<file path="src/rtl/core/sdft_pkg.sv">
// package for the sliding dft rms meter: sizes, formats, twiddle tables,
// sequencer states and the rounding helper; no dependencies
package sdft_pkg;

    localparam int WINDOW      = 64;
    localparam int BINS        = 4;
    localparam int SAMPLE_BITS = 16;

    localparam int NOUT   = 4;
    localparam int IN_W   = 16;
    localparam int OUT_W  = 16;
    localparam int POS_W  = $clog2(WINDOW);
    localparam int BIN_W  = (BINS > 1) ? $clog2(BINS) : 1;
    localparam int NMAG   = (BINS > NOUT) ? BINS : NOUT;
    localparam int MAG_W  = $clog2(NMAG);
    localparam int ERR_W  = SAMPLE_BITS + 1;
    localparam int ACC_W  = 32;
    localparam int TW_W   = 19;
    localparam int MUL_W  = 34;
    localparam int PROD_W = 2 * MUL_W;
    localparam int SUM_W  = PROD_W + 1;
    localparam int SQ_W   = 64;
    localparam int ROOT_W = 32;
    localparam int Y_W    = PROD_W - 25;

    localparam longint unsigned HALF_PI_Q30 = 64'd1686629713;
    localparam longint unsigned ONE_Q30     = 64'd1 << 30;
    localparam logic signed [MUL_W-1:0] SQRT2_Q17 = MUL_W'(185364);

    typedef logic signed [TW_W-1:0] t_tw;
    typedef t_tw t_tw_tab [BINS];

    typedef enum logic [3:0] {
        S_IDLE, S_READ, S_M1, S_M2, S_M3, S_M4, S_M5, S_M6, S_M7,
        S_ROOT, S_SCALE, S_DIV, S_DONE
    } t_state;

    // unsigned long division for the table setup
    function automatic longint unsigned cdiv(input longint unsigned a,
                                             input longint unsigned b);
        longint unsigned q, r;
        q = 0;
        r = 0;
        for (int i = 63; i >= 0; i--) begin
            r = {r[62:0], a[i]};
            if (r >= b) begin
                r = r - b;
                q[i] = 1'b1;
            end
        end
        return q;
    endfunction

    // twiddles in q1.17, from a q30 taylor series on the quadrant angle
    function automatic t_tw_tab tw_table(input bit want_sin);
        t_tw_tab tab;
        longint unsigned x, x2, st, ct, q, r, n, a4;
        longint s, c, sr, cr, v;
        for (int k = 0; k < BINS; k++) begin
            a4 = 64'(4 * k);
            q  = cdiv(a4, 64'(WINDOW)) & 3;
            r  = a4 - cdiv(a4, 64'(WINDOW)) * 64'(WINDOW);
            x  = cdiv(HALF_PI_Q30 * r, 64'(WINDOW));
            x2 = (x * x + (64'd1 << 29)) >> 30;
            st = x;
            ct = ONE_Q30;
            s  = longint'(x);
            c  = longint'(ONE_Q30);
            for (n = 1; n <= 10; n++) begin
                st = cdiv((st * x2) >> 30, (2 * n) * (2 * n + 1));
                ct = cdiv((ct * x2) >> 30, (2 * n - 1) * (2 * n));
                if (n[0]) begin
                    s = s - longint'(st);
                    c = c - longint'(ct);
                end else begin
                    s = s + longint'(st);
                    c = c + longint'(ct);
                end
            end
            if (s < 0) s = 0;
            if (c < 0) c = 0;
            sr = (s + (64'sd1 <<< 12)) >>> 13;
            cr = (c + (64'sd1 <<< 12)) >>> 13;
            case (q)
                0: v = want_sin ? sr : cr;
                1: v = want_sin ? cr : -sr;
                2: v = want_sin ? -sr : -cr;
                default: v = want_sin ? -cr : sr;
            endcase
            tab[k] = TW_W'(v);
        end
        return tab;
    endfunction

    localparam t_tw_tab TW_COS = tw_table(1'b0);
    localparam t_tw_tab TW_SIN = tw_table(1'b1);

    // floor(x / 2^17 + 1/2), saturated to signed 32 bit
    function automatic logic signed [ACC_W-1:0] round_sat(input logic signed [SUM_W-1:0] x);
        logic signed [SUM_W-1:0] y;
        logic signed [SUM_W-1:0] q;
        y = x + SUM_W'(65536);
        q = y >>> 17;
        if ((&q[SUM_W-1:ACC_W-1]) || !(|q[SUM_W-1:ACC_W-1])) begin
            return q[ACC_W-1:0];
        end else if (q[SUM_W-1]) begin
            return {1'b1, {(ACC_W-1){1'b0}}};
        end else begin
            return {1'b0, {(ACC_W-1){1'b1}}};
        end
    endfunction

endpackage

</file>
<file path="src/rtl/core/sdft_mul.sv">
// shared signed multiplier with registered product
// uses sdft_pkg
module sdft_mul (
    input  logic                                 i_clk,
    input  logic signed [sdft_pkg::MUL_W-1:0]    i_a,
    input  logic signed [sdft_pkg::MUL_W-1:0]    i_b,
    output logic signed [sdft_pkg::PROD_W-1:0]   o_p
);
    import sdft_pkg::*;

    always_ff @(posedge i_clk) begin
        o_p <= PROD_W'(i_a) * PROD_W'(i_b);
    end

endmodule

</file>
<file path="config.mk">
export PLATFORM = sky130hd
export DESIGN_NAME = sdft_mul
export DESIGN_NICKNAME = d
export VERILOG_FILES = /design/src/rtl/core/sdft_pkg.sv /design/src/rtl/core/sdft_mul.sv
export SDC_FILE = /design/constraint.sdc
export NUM_CORES = 2
export LEC_CHECK = 0
export ABC_AREA = 1
export BUFFER_PORTS_ARGS = -buffer_cell sky130_fd_sc_hd__buf_4
export CORE_UTILIZATION = 36
export DETAILED_ROUTE_END_ITERATION = 6
export GPL_ROUTABILITY_DRIVEN = 0
export HOLD_SLACK_MARGIN = 0.12
export MAX_ROUTING_LAYER = met4
export SLEW_MARGIN = 20
export SYNTH_ARGS = -nofsm -noshare
export SYNTH_HDL_FRONTEND = slang
export SYNTH_SLANG_ARGS = --single-unit
</file>
<file path="constraint.sdc">
create_clock -name i_clk -period 10.5 [get_ports i_clk]
set_clock_uncertainty 0.05 [all_clocks]
set_input_delay 0.525 -clock i_clk [delete_from_list [all_inputs] [get_ports i_clk]]
set_output_delay 0.525 -clock i_clk [all_outputs]
set_load 0.005 [all_outputs]
</file>
Word-level counts from Yosys, hierarchy flattened
Index checks and enable logic that the tools add are counted.
- register bits after elaboration: 68
- latch bits: 0
- memory bits (writable): 0
- memory bits (read-only): 0
- bits of input ports: 69
- output and inout bits: 68
- word-level logic and storage cells: 2
- memories: 0
- add/sub/neg operators: 0
- multipliers: 1
- divide/modulo/power cells: 0
- order comparisons: 0
- eq/ne operators: 0
- shift operators: 0
- mux-type cells: 0
- bitwise logic cells: 0
- reductions and logical operators: 0
- operators with widths (cell ; number):
    multiplier 34 x 34 -> 68 bit ; 1

Logic depth before layout (Yosys ltp)
- word-level depth: 1
- mapped depth: 35

Least setup slack after synthesis
No wires, ideal clock.
- kind: input -> register
- start: in i_a[33] in the netlist's numbering
- end: reg o_p[66] in the netlist's numbering
- setup time: 112 ps
- arrival: 7236 ps
- data required time: 10338 ps
- slack: 3102 ps
- stages on the path: 24
- path buffers: 2
- path through: clkbuf_1 -> clkbuf_1 -> nand2_1 -> inv_1 -> fa_1 -> fa_1 -> fa_1 -> fa_1 -> inv_1 -> fa_1 -> fa_1 -> inv_1 -> fa_1 -> fa_1 -> ha_1 -> nand2_1 -> nor2_1 -> inv_1 -> nor2_2 -> nand2_1 -> nor3_1 -> nand2_2 -> nand3_1 -> nand2_1
- cells in the longest elaborated chain, start to end: 1
- ends and longest elaborated chain (what ; line ; RTL):
    start, declared ; sdft_mul.sv:5 ; input logic signed [sdft_pkg::MUL_W-1:0] i_a,
    multiplier 34 x 34 -> 68 bit ; sdft_mul.sv:12 ; o_p <= PROD_W'(i_a) * PROD_W'(i_b);
    end signal, assigned ; sdft_mul.sv:12 ;
    end, declared ; sdft_mul.sv:7 ; output logic signed [sdft_pkg::PROD_W-1:0] o_p
Every way passes these cells.

Worst setup path after layout
- start: in i_b[1] in the netlist's numbering
- end: reg o_p[59] in the netlist's numbering
- cells in the longest elaborated chain, start to end: 1
- ends and longest elaborated chain (what ; line ; RTL):
    start, declared ; sdft_mul.sv:6 ; input logic signed [sdft_pkg::MUL_W-1:0] i_b,
    multiplier 34 x 34 -> 68 bit ; sdft_mul.sv:12 ;
Every way passes these cells.

==> results.sh <==
export IMPL_status="finished clean"
export IMPL_synth_edff_count=0
export IMPL_final_area_sq_mm=0.0487
export IMPL_syn_area_sq_mm=0.0462
export IMPL_clk_pin_slew_ns=0.06
export IMPL_vias=34867
export IMPL_muxShareOfSynthArea_pct=0
export IMPL_reg_largest_list="o_p: 68 flops"
export IMPL_ant_nets=0
export IMPL_place_port_buffers=136
export IMPL_wirelength_microns=131000
export IMPL_synth_compound_area_share_pct=1.13
export IMPL_cts_resized=0
export IMPL_path_common_cell="fa_1"
export IMPL_setup_viol=0
export IMPL_yosys_area_share_adder_pct=59.3
export IMPL_first_global_vias=38967
export IMPL_path_buf_inv=5
export IMPL_track_usage_pct=21.7
export IMPL_critPathSlowestCell="fa_1"
export IMPL_crit_type="input port to register"
export IMPL_setup_slack_ns=2.62
export IMPL_drive_gt1_share_pct=3.74
export IMPL_rsz0062_at_grt="false"
export IMPL_yosysMostFrequentCell="inv_1"
export IMPL_syn_nets=7486
export IMPL_crit_path_start_kind="input port"
export IMPL_worst_pin_slew_ns=1.05
export IMPL_postPlaceCellArea_sq_mm=0.0484
export IMPL_period_needed_ns=7.88
export IMPL_multi_input_area_sq_mm=0.0359
export IMPL_wl_per_cell_microns=17.4
export IMPL_dp_hpwl_microns=109000
export IMPL_dr_pass1_iters=6
export IMPL_worstSetupEndpointType="register"
export IMPL_vias_per_cell=4.63
export IMPL_area_growth_synth_to_final_pct=5.33
export IMPL_grt_first_pass_wirelength_microns=215000
export IMPL_synthXorXnorAreaFrac_pct=0.663
export IMPL_h_tree_depth=3
export IMPL_largest_reg_flops=68
export IMPL_chipWidth_microns=360
export IMPL_grt_max_degree=35
export IMPL_cts_tree="built"
export IMPL_path_max_fanout=34
export IMPL_num_rows=131
export IMPL_ys_top_cells_by_area="fa_1 (54%), inv_1 (17%), nand2_1 (13%), ha_1 (5.5%), dfxtp_1 (2.9%)"
export IMPL_dp_cells=7505
export IMPL_path_delay_family="adder cells"
export IMPL_num_nets_final=7368
export IMPL_cts_root_buf="clkbuf_16"
export IMPL_synth_top_area_share_pct=53.7
export IMPL_finalHoldViolCount=0
export IMPL_io_pins=137
export IMPL_ys_ff_latch=68
export IMPL_min_path_type="input port to register"
export IMPL_antenna_found_initial=3
export IMPL_crit_path_max_incr_delay_ns=1.30
export IMPL_clockBufferDepth=2
export IMPL_synth_common_cells="inv_1 (2,116), nand2_1 (1,661), fa_1 (1,241)"
export IMPL_fin_crit_sh_pct=75.1
export IMPL_drv_cap=0
export IMPL_overflow=0
export IMPL_start_util_pct=36.2
export IMPL_drc=0
export IMPL_cp_arrival_ns=8.06
export IMPL_drv_slew=0
export IMPL_die_h_microns=360
export IMPL_drtIter0Drc=2310
export IMPL_fmax_ghz=0.127
export IMPL_relSlewSlack_pct=29.8
export IMPL_synth_top_family_by_area="adder cells"
export IMPL_post_cts_buffers=0
export IMPL_final_cells=7525
export IMPL_ys_async_sr_fraction_pct=0
export IMPL_synth_cells=5972
export IMPL_place_ws_ns=2.24
export IMPL_hold_buffers=0
export IMPL_crit_required_ns=10.68
export IMPL_ff_latch_area_sq_mm=0.00136
export IMPL_syn_avg_cell_area_sq_um=7.74
export IMPL_nFillCells=13171
export IMPL_yosys_area_top_type="fa_1"
export IMPL_clock_sinks=68
export IMPL_synth_cell_types=32
export IMPL_synth_simple_area_share_pct=16.6
export IMPL_path_cells="buf_4 -> nand2_1 -> inv_1 -> fa_1 -> fa_1 -> fa_1 -> fa_1 -> inv_1 -> fa_1 -> fa_1 -> inv_1 -> fa_1 -> fa_1 -> ha_1 -> nand2_1 -> nor2_1 -> nand3_1 -> inv_1 -> nand2_1 -> nor3_2 -> nand2_1 -> nand4_1 -> nand2_1"
export IMPL_yosysSeqAreaShare_pct=2.95
export IMPL_core_sq_mm=0.128
export IMPL_die_area_sq_mm=0.130
export IMPL_cts_buffers=9
export IMPL_setup_tns_ns=0
export IMPL_top_register="o_p"
export IMPL_synth_warnings=0
export IMPL_synthFlopType="dfxtp_1"
## area by class of cell
cell class / instances / share of cell area, %
well taps: 1662 / 4.27
clock inverters: 6 / 0.180
inverters: 2119 / 16.3
clock buffers: 10 / 0.491
multi-input cells: 3514 / 73.7
repair buffers: 142 / 2.19
diodes: 4 / 0.0206
flip-flops and latches: 68 / 2.80
## metal layers
metal  wire length, microns  up-vias  GRT usage, %
li1                       -    15765             -
met1                  52800    17905          26.4
met2                  67600     1001          38.4
met3                   6350      196          1.72
met4                   3950        0          6.15
met5                      0        -             -
## kinds of logic after synthesis
group           Yosys count
flops                    68
compound gates           95
xor+xnor                 35
simple gates           1939
fa+ha+maj              1445
buf+inv                2390
## cell usage in the layout, fill, tap and decap left out, types with 3 or more instances in the layout
| cell type | Yosys | layout |
|---|---|---|
| diode_2 | 0 | 4 |
| nor2_2 | 9 | 9 |
| nand3_2 | 7 | 7 |
| nand3b_1 | 3 | 3 |
| nand2_2 | 20 | 20 |
| clkbuf_16 | 0 | 9 |
| nand2_1 | 1661 | 1661 |
| dfxtp_1 | 68 | 68 |
| o21ai_0 | 18 | 18 |
| a21oi_2 | 4 | 4 |
| nor3_1 | 15 | 15 |
| inv_2 | 3 | 3 |
| buf_4 | 0 | 142 |
| or2_2 | 8 | 8 |
| a21oi_1 | 59 | 59 |
| ha_1 | 204 | 204 |
| nand3_1 | 70 | 70 |
| nor2_1 | 115 | 115 |
| inv_1 | 2116 | 2115 |
| fa_1 | 1241 | 1241 |
| nand4_1 | 19 | 19 |
| xor2_1 | 33 | 33 |
| nor3_2 | 5 | 5 |
| o21bai_1 | 11 | 11 |
## path summary, 6_finish.rpt
| path | slack (ns) | startpoint | depth (start not counted) | endpoint |
|---|---|---|---|---|
| worst max-delay path | 2.62 | i_b[1] | 23 | o_p[59]$_DFF_P_ |
| worst min-delay path | 0.62 | i_b[0] | 3 | o_p[0]$_DFF_P_ |
## stage by stage
| step | util, % | hold WS, ns |
|---|---|---|
| 2_1_floorplan | - | 0.754 |
| 3_3_place_gp | 37.9 | 0.857 |
| 3_5_place_dp | 37.9 | 0.859 |
| 4_1_cts | 38.2 | 0.608 |
| 5_1_grt | 38.2 | 0.628 |
| 6_report | 38.2 | 0.616 |
## tightest hold or removal path, stage by stage
cell	delay, ns
buf_4	0.26
nand2_1	0.12
inv_1	0.04
Power is left out: the tool's default activity adds up to more than one toggle a clock period on the data nets, which glitch-free logic cannot reach.
