[config.mk]
export PLATFORM = sky130hd
export DESIGN_NAME = sdft_root
export DESIGN_NICKNAME = d
export VERILOG_FILES = /design/src/rtl/core/sdft_pkg.sv /design/src/rtl/core/sdft_root.sv
export SDC_FILE = /design/constraint.sdc
export NUM_CORES = 1
export LEC_CHECK = 0
export ABC_CLOCK_PERIOD_IN_PS = 12100
export BUFFER_PORTS_ARGS = -buffer_cell sky130_fd_sc_hd__buf_2
export CAP_MARGIN = 5
export CORE_ASPECT_RATIO = 0.75
export CORE_UTILIZATION = 50
export CTS_CLUSTER_DIAMETER = 120
export DETAILED_ROUTE_END_ITERATION = 8
export PLACE_DENSITY = 0.79
export REMOVE_ABC_BUFFERS = 1
export SYNTH_ARGS = -nofsm -noshare
export SYNTH_HDL_FRONTEND = slang
export SYNTH_SLANG_ARGS = --single-unit
[constraint.sdc]
create_clock -name i_clk -period 12.1 [get_ports i_clk]
set_input_delay 1.21 -clock i_clk [delete_from_list [all_inputs] [get_ports i_clk]]
set_output_delay 1.21 -clock i_clk [all_outputs]
set_load 0.02 [all_outputs]
[src/rtl/core/sdft_pkg.sv]
// package for the sliding dft rms meter: sizes, formats, twiddle tables,
// sequencer states and the rounding helper; no dependencies
package sdft_pkg;

    localparam int WINDOW      = 64;
    localparam int BINS        = 4;
    localparam int SAMPLE_BITS = 16;

    localparam int NOUT   = 4;
    localparam int IN_W   = 16;
    localparam int OUT_W  = 16;
    localparam int POS_W  = $clog2(WINDOW);
    localparam int BIN_W  = (BINS > 1) ? $clog2(BINS) : 1;
    localparam int NMAG   = (BINS > NOUT) ? BINS : NOUT;
    localparam int MAG_W  = $clog2(NMAG);
    localparam int ERR_W  = SAMPLE_BITS + 1;
    localparam int ACC_W  = 32;
    localparam int TW_W   = 19;
    localparam int MUL_W  = 34;
    localparam int PROD_W = 2 * MUL_W;
    localparam int SUM_W  = PROD_W + 1;
    localparam int SQ_W   = 64;
    localparam int ROOT_W = 32;
    localparam int Y_W    = PROD_W - 25;

    localparam longint unsigned HALF_PI_Q30 = 64'd1686629713;
    localparam longint unsigned ONE_Q30     = 64'd1 << 30;
    localparam logic signed [MUL_W-1:0] SQRT2_Q17 = MUL_W'(185364);

    typedef logic signed [TW_W-1:0] t_tw;
    typedef t_tw t_tw_tab [BINS];

    typedef enum logic [3:0] {
        S_IDLE, S_READ, S_M1, S_M2, S_M3, S_M4, S_M5, S_M6, S_M7,
        S_ROOT, S_SCALE, S_DIV, S_DONE
    } t_state;

    // unsigned long division for the table setup
    function automatic longint unsigned cdiv(input longint unsigned a,
                                             input longint unsigned b);
        longint unsigned q, r;
        q = 0;
        r = 0;
        for (int i = 63; i >= 0; i--) begin
            r = {r[62:0], a[i]};
            if (r >= b) begin
                r = r - b;
                q[i] = 1'b1;
            end
        end
        return q;
    endfunction

    // twiddles in q1.17, from a q30 taylor series on the quadrant angle
    function automatic t_tw_tab tw_table(input bit want_sin);
        t_tw_tab tab;
        longint unsigned x, x2, st, ct, q, r, n, a4;
        longint s, c, sr, cr, v;
        for (int k = 0; k < BINS; k++) begin
            a4 = 64'(4 * k);
            q  = cdiv(a4, 64'(WINDOW)) & 3;
            r  = a4 - cdiv(a4, 64'(WINDOW)) * 64'(WINDOW);
            x  = cdiv(HALF_PI_Q30 * r, 64'(WINDOW));
            x2 = (x * x + (64'd1 << 29)) >> 30;
            st = x;
            ct = ONE_Q30;
            s  = longint'(x);
            c  = longint'(ONE_Q30);
            for (n = 1; n <= 10; n++) begin
                st = cdiv((st * x2) >> 30, (2 * n) * (2 * n + 1));
                ct = cdiv((ct * x2) >> 30, (2 * n - 1) * (2 * n));
                if (n[0]) begin
                    s = s - longint'(st);
                    c = c - longint'(ct);
                end else begin
                    s = s + longint'(st);
                    c = c + longint'(ct);
                end
            end
            if (s < 0) s = 0;
            if (c < 0) c = 0;
            sr = (s + (64'sd1 <<< 12)) >>> 13;
            cr = (c + (64'sd1 <<< 12)) >>> 13;
            case (q)
                0: v = want_sin ? sr : cr;
                1: v = want_sin ? cr : -sr;
                2: v = want_sin ? -sr : -cr;
                default: v = want_sin ? -cr : sr;
            endcase
            tab[k] = TW_W'(v);
        end
        return tab;
    endfunction

    localparam t_tw_tab TW_COS = tw_table(1'b0);
    localparam t_tw_tab TW_SIN = tw_table(1'b1);

    // floor(x / 2^17 + 1/2), saturated to signed 32 bit
    function automatic logic signed [ACC_W-1:0] round_sat(input logic signed [SUM_W-1:0] x);
        logic signed [SUM_W-1:0] y;
        logic signed [SUM_W-1:0] q;
        y = x + SUM_W'(65536);
        q = y >>> 17;
        if ((&q[SUM_W-1:ACC_W-1]) || !(|q[SUM_W-1:ACC_W-1])) begin
            return q[ACC_W-1:0];
        end else if (q[SUM_W-1]) begin
            return {1'b1, {(ACC_W-1){1'b0}}};
        end else begin
            return {1'b0, {(ACC_W-1){1'b1}}};
        end
    endfunction

endpackage

[src/rtl/core/sdft_root.sv]
// iterative integer square root, one result bit per cycle
// uses sdft_pkg
module sdft_root (
    input  logic                          i_clk,
    input  logic                          i_rst_n,
    input  logic                          i_start,
    input  logic [sdft_pkg::SQ_W-1:0]     i_value,
    output logic                          o_done,
    output logic [sdft_pkg::ROOT_W-1:0]   o_root
);
    import sdft_pkg::*;

    logic [SQ_W-1:0] r_v, n_v;
    logic [SQ_W-1:0] r_res, n_res;
    logic [SQ_W-1:0] r_bit, n_bit;
    logic            r_busy, n_busy;
    logic            r_done, n_done;
    logic [SQ_W-1:0] trial;

    always_comb begin
        trial  = r_res + r_bit;
        n_v    = r_v;
        n_res  = r_res;
        n_bit  = r_bit;
        n_busy = r_busy;
        n_done = 1'b0;
        if (i_start) begin
            n_v    = i_value;
            n_res  = '0;
            n_bit  = SQ_W'(1) << (SQ_W - 2);
            n_busy = 1'b1;
        end else if (r_busy) begin
            if (r_v >= trial) begin
                n_v   = r_v - trial;
                n_res = (r_res >> 1) + r_bit;
            end else begin
                n_res = r_res >> 1;
            end
            n_bit = r_bit >> 2;
            if (r_bit[0] || r_bit[1]) begin
                n_busy = 1'b0;
                n_done = 1'b1;
            end
        end
    end

    always_ff @(posedge i_clk) begin
        if (!i_rst_n) begin
            r_busy <= 1'b0;
            r_done <= 1'b0;
        end else begin
            r_busy <= n_busy;
            r_done <= n_done;
        end
        r_v   <= n_v;
        r_res <= n_res;
        r_bit <= n_bit;
    end

    assign o_done = r_done;
    assign o_root = r_res[ROOT_W-1:0];

endmodule

# After elaboration in Yosys (flattened, before gate mapping)
# Cells that the tools add are included.
totals:
  reg_bits: 162
  in_bits: 67
  out_inout_bits: 33
  wordCells: 23
op_classes:
  add_sub_neg: 3
  n_lt_le_gt_ge: 1
  n_mux: 8
  n_bitwise: 2
  n_reduce_logical: 4
ops:
  columns: ["operator", "n"]
  rows:
  - ["$mux 64", 4]
  - ["$add 63x63->64", 1]
  - ["$add 64x63->64", 1]
  - ["$ge 64x64->1", 1]
  - ["$sub 64x64->64", 1]
  - ["$mux 1", 4]
  - ["$reduce_bool 2->1", 2]
  - ["$reduce_or 3->1", 1]
  - ["$not 1->1", 2]
  - ["$reduce_and 2->1", 1]

# Depth between registers and ports, before layout
depth:
  depth_word: 5
  mapped_depth: 25
  mapped_depth_nobuf: 23

# Least setup slack after synthesis
# No wires, ideal clock.
synth_path:
  path_type: "flip-flop to flip-flop"
  start: "reg r_res[2]"
  end: "reg r_v[0], enable pin"
  setup_time_ns: 0.575
  t_arrival_ns: 9.257
  required_time_ns: 11.525
  setup_slack_ns: 2.269
  path_stages_with_launch: 22
  n_path_buf: 3
  synth_period_minus_slack_ns: 9.831
  path_cell_list: "dfxtp_1 ha_1 a31o_2 a31oi_1 o21bai_1 a21boi_2 o21ai_1 a31oi_2 o31ai_2 a31o_2 or4b_1 o2111a_1 ha_1 clkbuf_1 nand4_1 nor2_1 nand3_1 nor4_4 nor2_2 buf_2 clkbuf_1 o21ai_0"
synth_via:
  elab_chain_len: 4
synth_rtl:
  columns: ["item", "line_no", "rtl"]
  rows:
  - ["from (decl)", "sdft_root.sv:14", "logic [SQ_W-1:0] r_res, n_res;"]
  - ["from (signal assigned)", "sdft_root.sv:56", "r_res <= n_res;"]
  - ["$add 64x63->64", "sdft_root.sv:21", "trial = r_res + r_bit;"]
  - ["$ge 64x64->1", "sdft_root.sv:33", "if (r_v >= trial) begin"]
  - ["$reduce_bool 2->1 (no source line)", null, null]
  - ["$reduce_and 2->1 (no source line)", null, null]
  - ["to (signal assigned)", "sdft_root.sv:55", "r_v <= n_v;"]
  - ["to (decl)", "sdft_root.sv:13", "logic [SQ_W-1:0] r_v, n_v;"]
# Every way passes these cells.
# A chain may end at the register's enable or synchronous reset.

# Worst setup path in the final report
layout_path:
  start: "reg r_bit[0]"
  end: "reg r_v[21], enable pin"
layout_via:
  elab_chain_len: 4
layout_rtl:
  columns: ["item", "line_no", "rtl"]
  rows:
  - ["from (decl)", "sdft_root.sv:15", "logic [SQ_W-1:0] r_bit, n_bit;"]
  - ["from (signal assigned)", "sdft_root.sv:57", "r_bit <= n_bit;"]
  - ["$add 64x63->64", "sdft_root.sv:21", null]
  - ["$ge 64x64->1", "sdft_root.sv:33", null]
  - ["$reduce_bool 2->1 (no source line)", null, null]
  - ["$reduce_and 2->1 (no source line)", null, null]
# Every way passes these cells.

==> summary.txt <==
Status
  • Run status: finished, final reports clean

Hold path
  • Hold WC Path Type: reg2reg
  • HP Start: r_res[0]
  • Hold Path Stages: 2
  • Hold EP: r_res[0]

Floorplanning
  • Initial core utilization: 51.1%
  • Die Ht: 154 um
  • Row count: between 50 and 60
  • Core Region: 0.0303 sq mm
  • Num ports: 100
  • Die Wd: 205 um
  • Die area: 0.0317 sq mm

Drt
  • Antenna viol nets, final: 0
  • DRC: 0
  • Final WL: ~46 mm
  • Avg Vias per Cell: 6.35
  • Routed len/inst: 19.2 um
  • Detailed Route Iter0 Violations: about 2100
  • Drt first pass iters: 6
  • Via count: 15334

Timing
  • Worst Tran Pin Value: 0.889 ns
  • Final hold vios: 0
  • Final Setup Violations: 0
  • Setup TNS: 0 ns
  • Final Cycle Share: 61.2%
  • Fin. max-slew vios: 0
  • Final Worst Setup Slack: 4.69 ns
  • RSZ-0062 raised after global routing: no
  • Skew final: ~0.014 ns
  • Minimum clock period: 7.41 ns
  • Max Freq: ~130 MHz
  • Slew margin rel.: 40.7%

Critical path
  • WP buf/inv: 3
  • Crit-path leading delay family: compound AO/OA/AOI/OAI gates
  • Critical path peak fanout: 64
  • R2r endpoint: r_v[21]
  • Startpoint types: flop
  • Worst reg2reg path depth: 24
  • Cell chain of the critical path: ha_1, ha_1, a21o_1, a31oi_1, o21ai_1, a221o_1, a21oi_1, o21ai_1, a211oi_1, o21ai_0, nand2_1, xor2_1, ha_1, nand2_1, nor2_1, nand4_1, nor2_1, nand3_1, nor4_4, buf_4, nor2_2, buf_4, o21ai_4, buf_4
  • Slowest cell on the critical path: buf_4
  • Worst R2R Setup Slack: 4.69 ns
  • RR Startpoint: r_bit[0]
  • Arr. time, crit path: 7.48 ns
  • Critical Path RT: 12.17 ns
  • CP max stage delay: slightly below 0.7 ns
  • Kind of critical path: reg2reg
  • Nature of the critical path endpoint: flop

Place
  • Place WS: 4.88 ns
  • GP Congestion: roughly 0.96
  • I/O Buffers: 99
  • HPWL after DPL: 35.1 mm

Power
  • Proportion of power drawn by flip-flops and latches: 25.9%
  • Switching power: between 0.0015 and 0.002 W
  • Power Density: 202 mW/mm^2
  • Peak supply drop: about 0.00011 V
  • Power share of the clock group: 17.1%
  • Comb pwr share: 57.0%
  • Int Pwr: 0.00176 W
  • Leak: 6.39 nW
  • Switching Share: a little under half

Clock network
  • Skew-Pair Late Insertion Delay: 0.46 ns
  • Setup bufs post-CTS: 0
  • Clock sink count: 162
  • Clock-pin transition on the worst setup and hold timing paths: ~0.07 ns
  • H-tree levels: 4
  • PostCTS Resize Cnt: 0
  • CTS tree: done
  • Post-CTS Hold Buffers: 0
  • Clock buffer depth: 2
  • Root buf cell: clkbuf_16
  • CTS Buf Count: 17

GRT
  • Initial antenna violation count: 0
  • First-pass GRT wire length: 73.6 mm
  • Grt total ovfl: 0
  • Largest net degree at the start of global routing: 95
  • GRT Total Usage: roughly 29%
  • Number of global-route vias before repair: around 14000

Synthesis
  • Cell area after synthesis: ~0.015 sq mm
  • Synth Warn #: 0
  • Count of cell types in the netlist: 73
  • Yosys top cell area share: 12.7%
  • Synth Flop Type: dfxtp_1
  • Mapped Cells: 2008
  • Register area share after synthesis: between 20% and 30%
  • Async set-reset flop share out of synthesis: 0%
  • Largest cells by area after synthesis: dfxtp_1 (13%), edfxtp_1 (12%), ha_1 (10%), nand2_1 (5.8%), o21ai_0 (5.6%)
  • Post-synthesis register bit count: about 160
  • Mean post-synth cell area: 7.72 sq um
  • Largest area contributor in the netlist: dfxtp_1
  • EDFF count, synth: 64

Run
  • Max-cap violations: 0

Cells and area
  • Area grow syn2layout: 6.83%
  • Layout cells sized above 1: 8.78%
  • Final nets: 2200
  • Diode count: 0
[area by class of cell]
| class | instances | area [sq um] |
|---|---|---|
| fillers | 2847 | 13800 |
| multi-input cells | 1662 | 10800 |
| flip-flops and latches | 162 | 3890 |
| repair buffers | 109 | 577 |
| well taps | 399 | 499 |
| clock buffers | 18 | 439 |
| inverters | 50 | 188 |
| clock inverters | 14 | 170 |
[registers in the layout (all words and copies together), names as in the netlist]
| signal | cells |
|---|---|
| r_bit | 32 |
| r_res | 64 |
| o_done | 1 |
| r_v | 64 |
| r_busy | 1 |
[logic make-up after synthesis]
logic type | share of synthesized area, %
compound gates | 27.4
xor+xnor | 8.25
fa+ha+maj | 10.6
buf+inv | 5.38
flops | 25.1
mux | 3.55
simple gates | 19.7
[Yosys cell counts, types with 38 or more instances]
| cell type | n |
|---|---|
| xnor2_1 | 70 |
| a21o_1 | 41 |
| a31oi_1 | 61 |
| ha_1 | 130 |
| inv_1 | 50 |
| clkbuf_1 | 79 |
| nand4_1 | 38 |
| nand2_1 | 241 |
| edfxtp_1 | 64 |
| mux2i_1 | 46 |
| o21ai_0 | 172 |
| xor2_1 | 76 |
| nor2_1 | 204 |
| dfxtp_1 | 98 |
| a21oi_1 | 134 |
[power by group through the flow]
| stage | sequential [W] | combinational [W] | clock (W) |
|---|---|---|---|
| after detailed placement | 0.000867 | 0.00183 | 0 |
| after CTS | 0.000856 | 0.00185 | 0.000577 |
| after global routing | 0.000875 | 0.00208 | 0.000597 |
| final | 0.000863 | 0.00190 | 0.000571 |
| after floorplan | 0.000845 | 0.00136 | 0 |
| after global placement | 0.000864 | 0.00181 | 0 |
[worst min-delay path: stages, from the launching register on]
cell	delay (ns)
dfxtp_1	0.34
nor2_1	0.09
a311oi_1	0.05
[per-stage QoR]
stage | util [%] | hold WS, ns | total power (W) | area [sq um] | instances
after floorplan | - | 0.482 | 0.00220 | 14800 | 1874
after global placement | 52.5 | 0.491 | 0.00267 | 15900 | 2382
after detailed placement | 52.5 | 0.512 | 0.00270 | 15900 | 2382
after CTS | 54.5 | 0.522 | 0.00328 | 16600 | 2414
after global routing | 54.5 | 0.575 | 0.00355 | 16600 | 2414
final | 54.5 | 0.524 | 0.00334 | 16600 | 2414
[how the worst max path moves through the flow]
stage | cells after the start | start | slack [ns] | to
floorplan | 18 | r_res[2] | 1.21 | r_v[0]
global placement | 24 | r_bit[0] | 5.05 | r_v[13]
detailed placement | 24 | r_bit[0] | 4.88 | r_v[13]
CTS | 24 | r_bit[0] | 4.83 | r_v[13]
global route | 24 | r_res[0] | 4.16 | r_v[14]
finish | 24 | r_bit[0] | 4.69 | r_v[21]
[layer usage]
layer	track usage, %	wire (um)	up-vias
met3	4.47	4500	72
met4	7.72	871	0
met1	46.7	23000	7049
li1	-	-	7384
met2	39.2	17900	829
met5	0	0	-
[cell usage in the layout, fill, tap and decap left out, drive strengths merged, types with 35 or more instances in the layout]
master  Yosys  layout
a211oi     36      36
a21o       41      41
a21oi     134     134
a31oi      62      62
buf        55     109
dfxtp      98      98
edfxtp     64      64
ha        130     130
inv        50      56
mux2i      46      46
nand2     241     241
nand3      35      35
nand4      38      38
nor2      205     205
o21ai     183     183
xnor2      70      70
xor2       76      76
(Power assumes the default switching activity.)
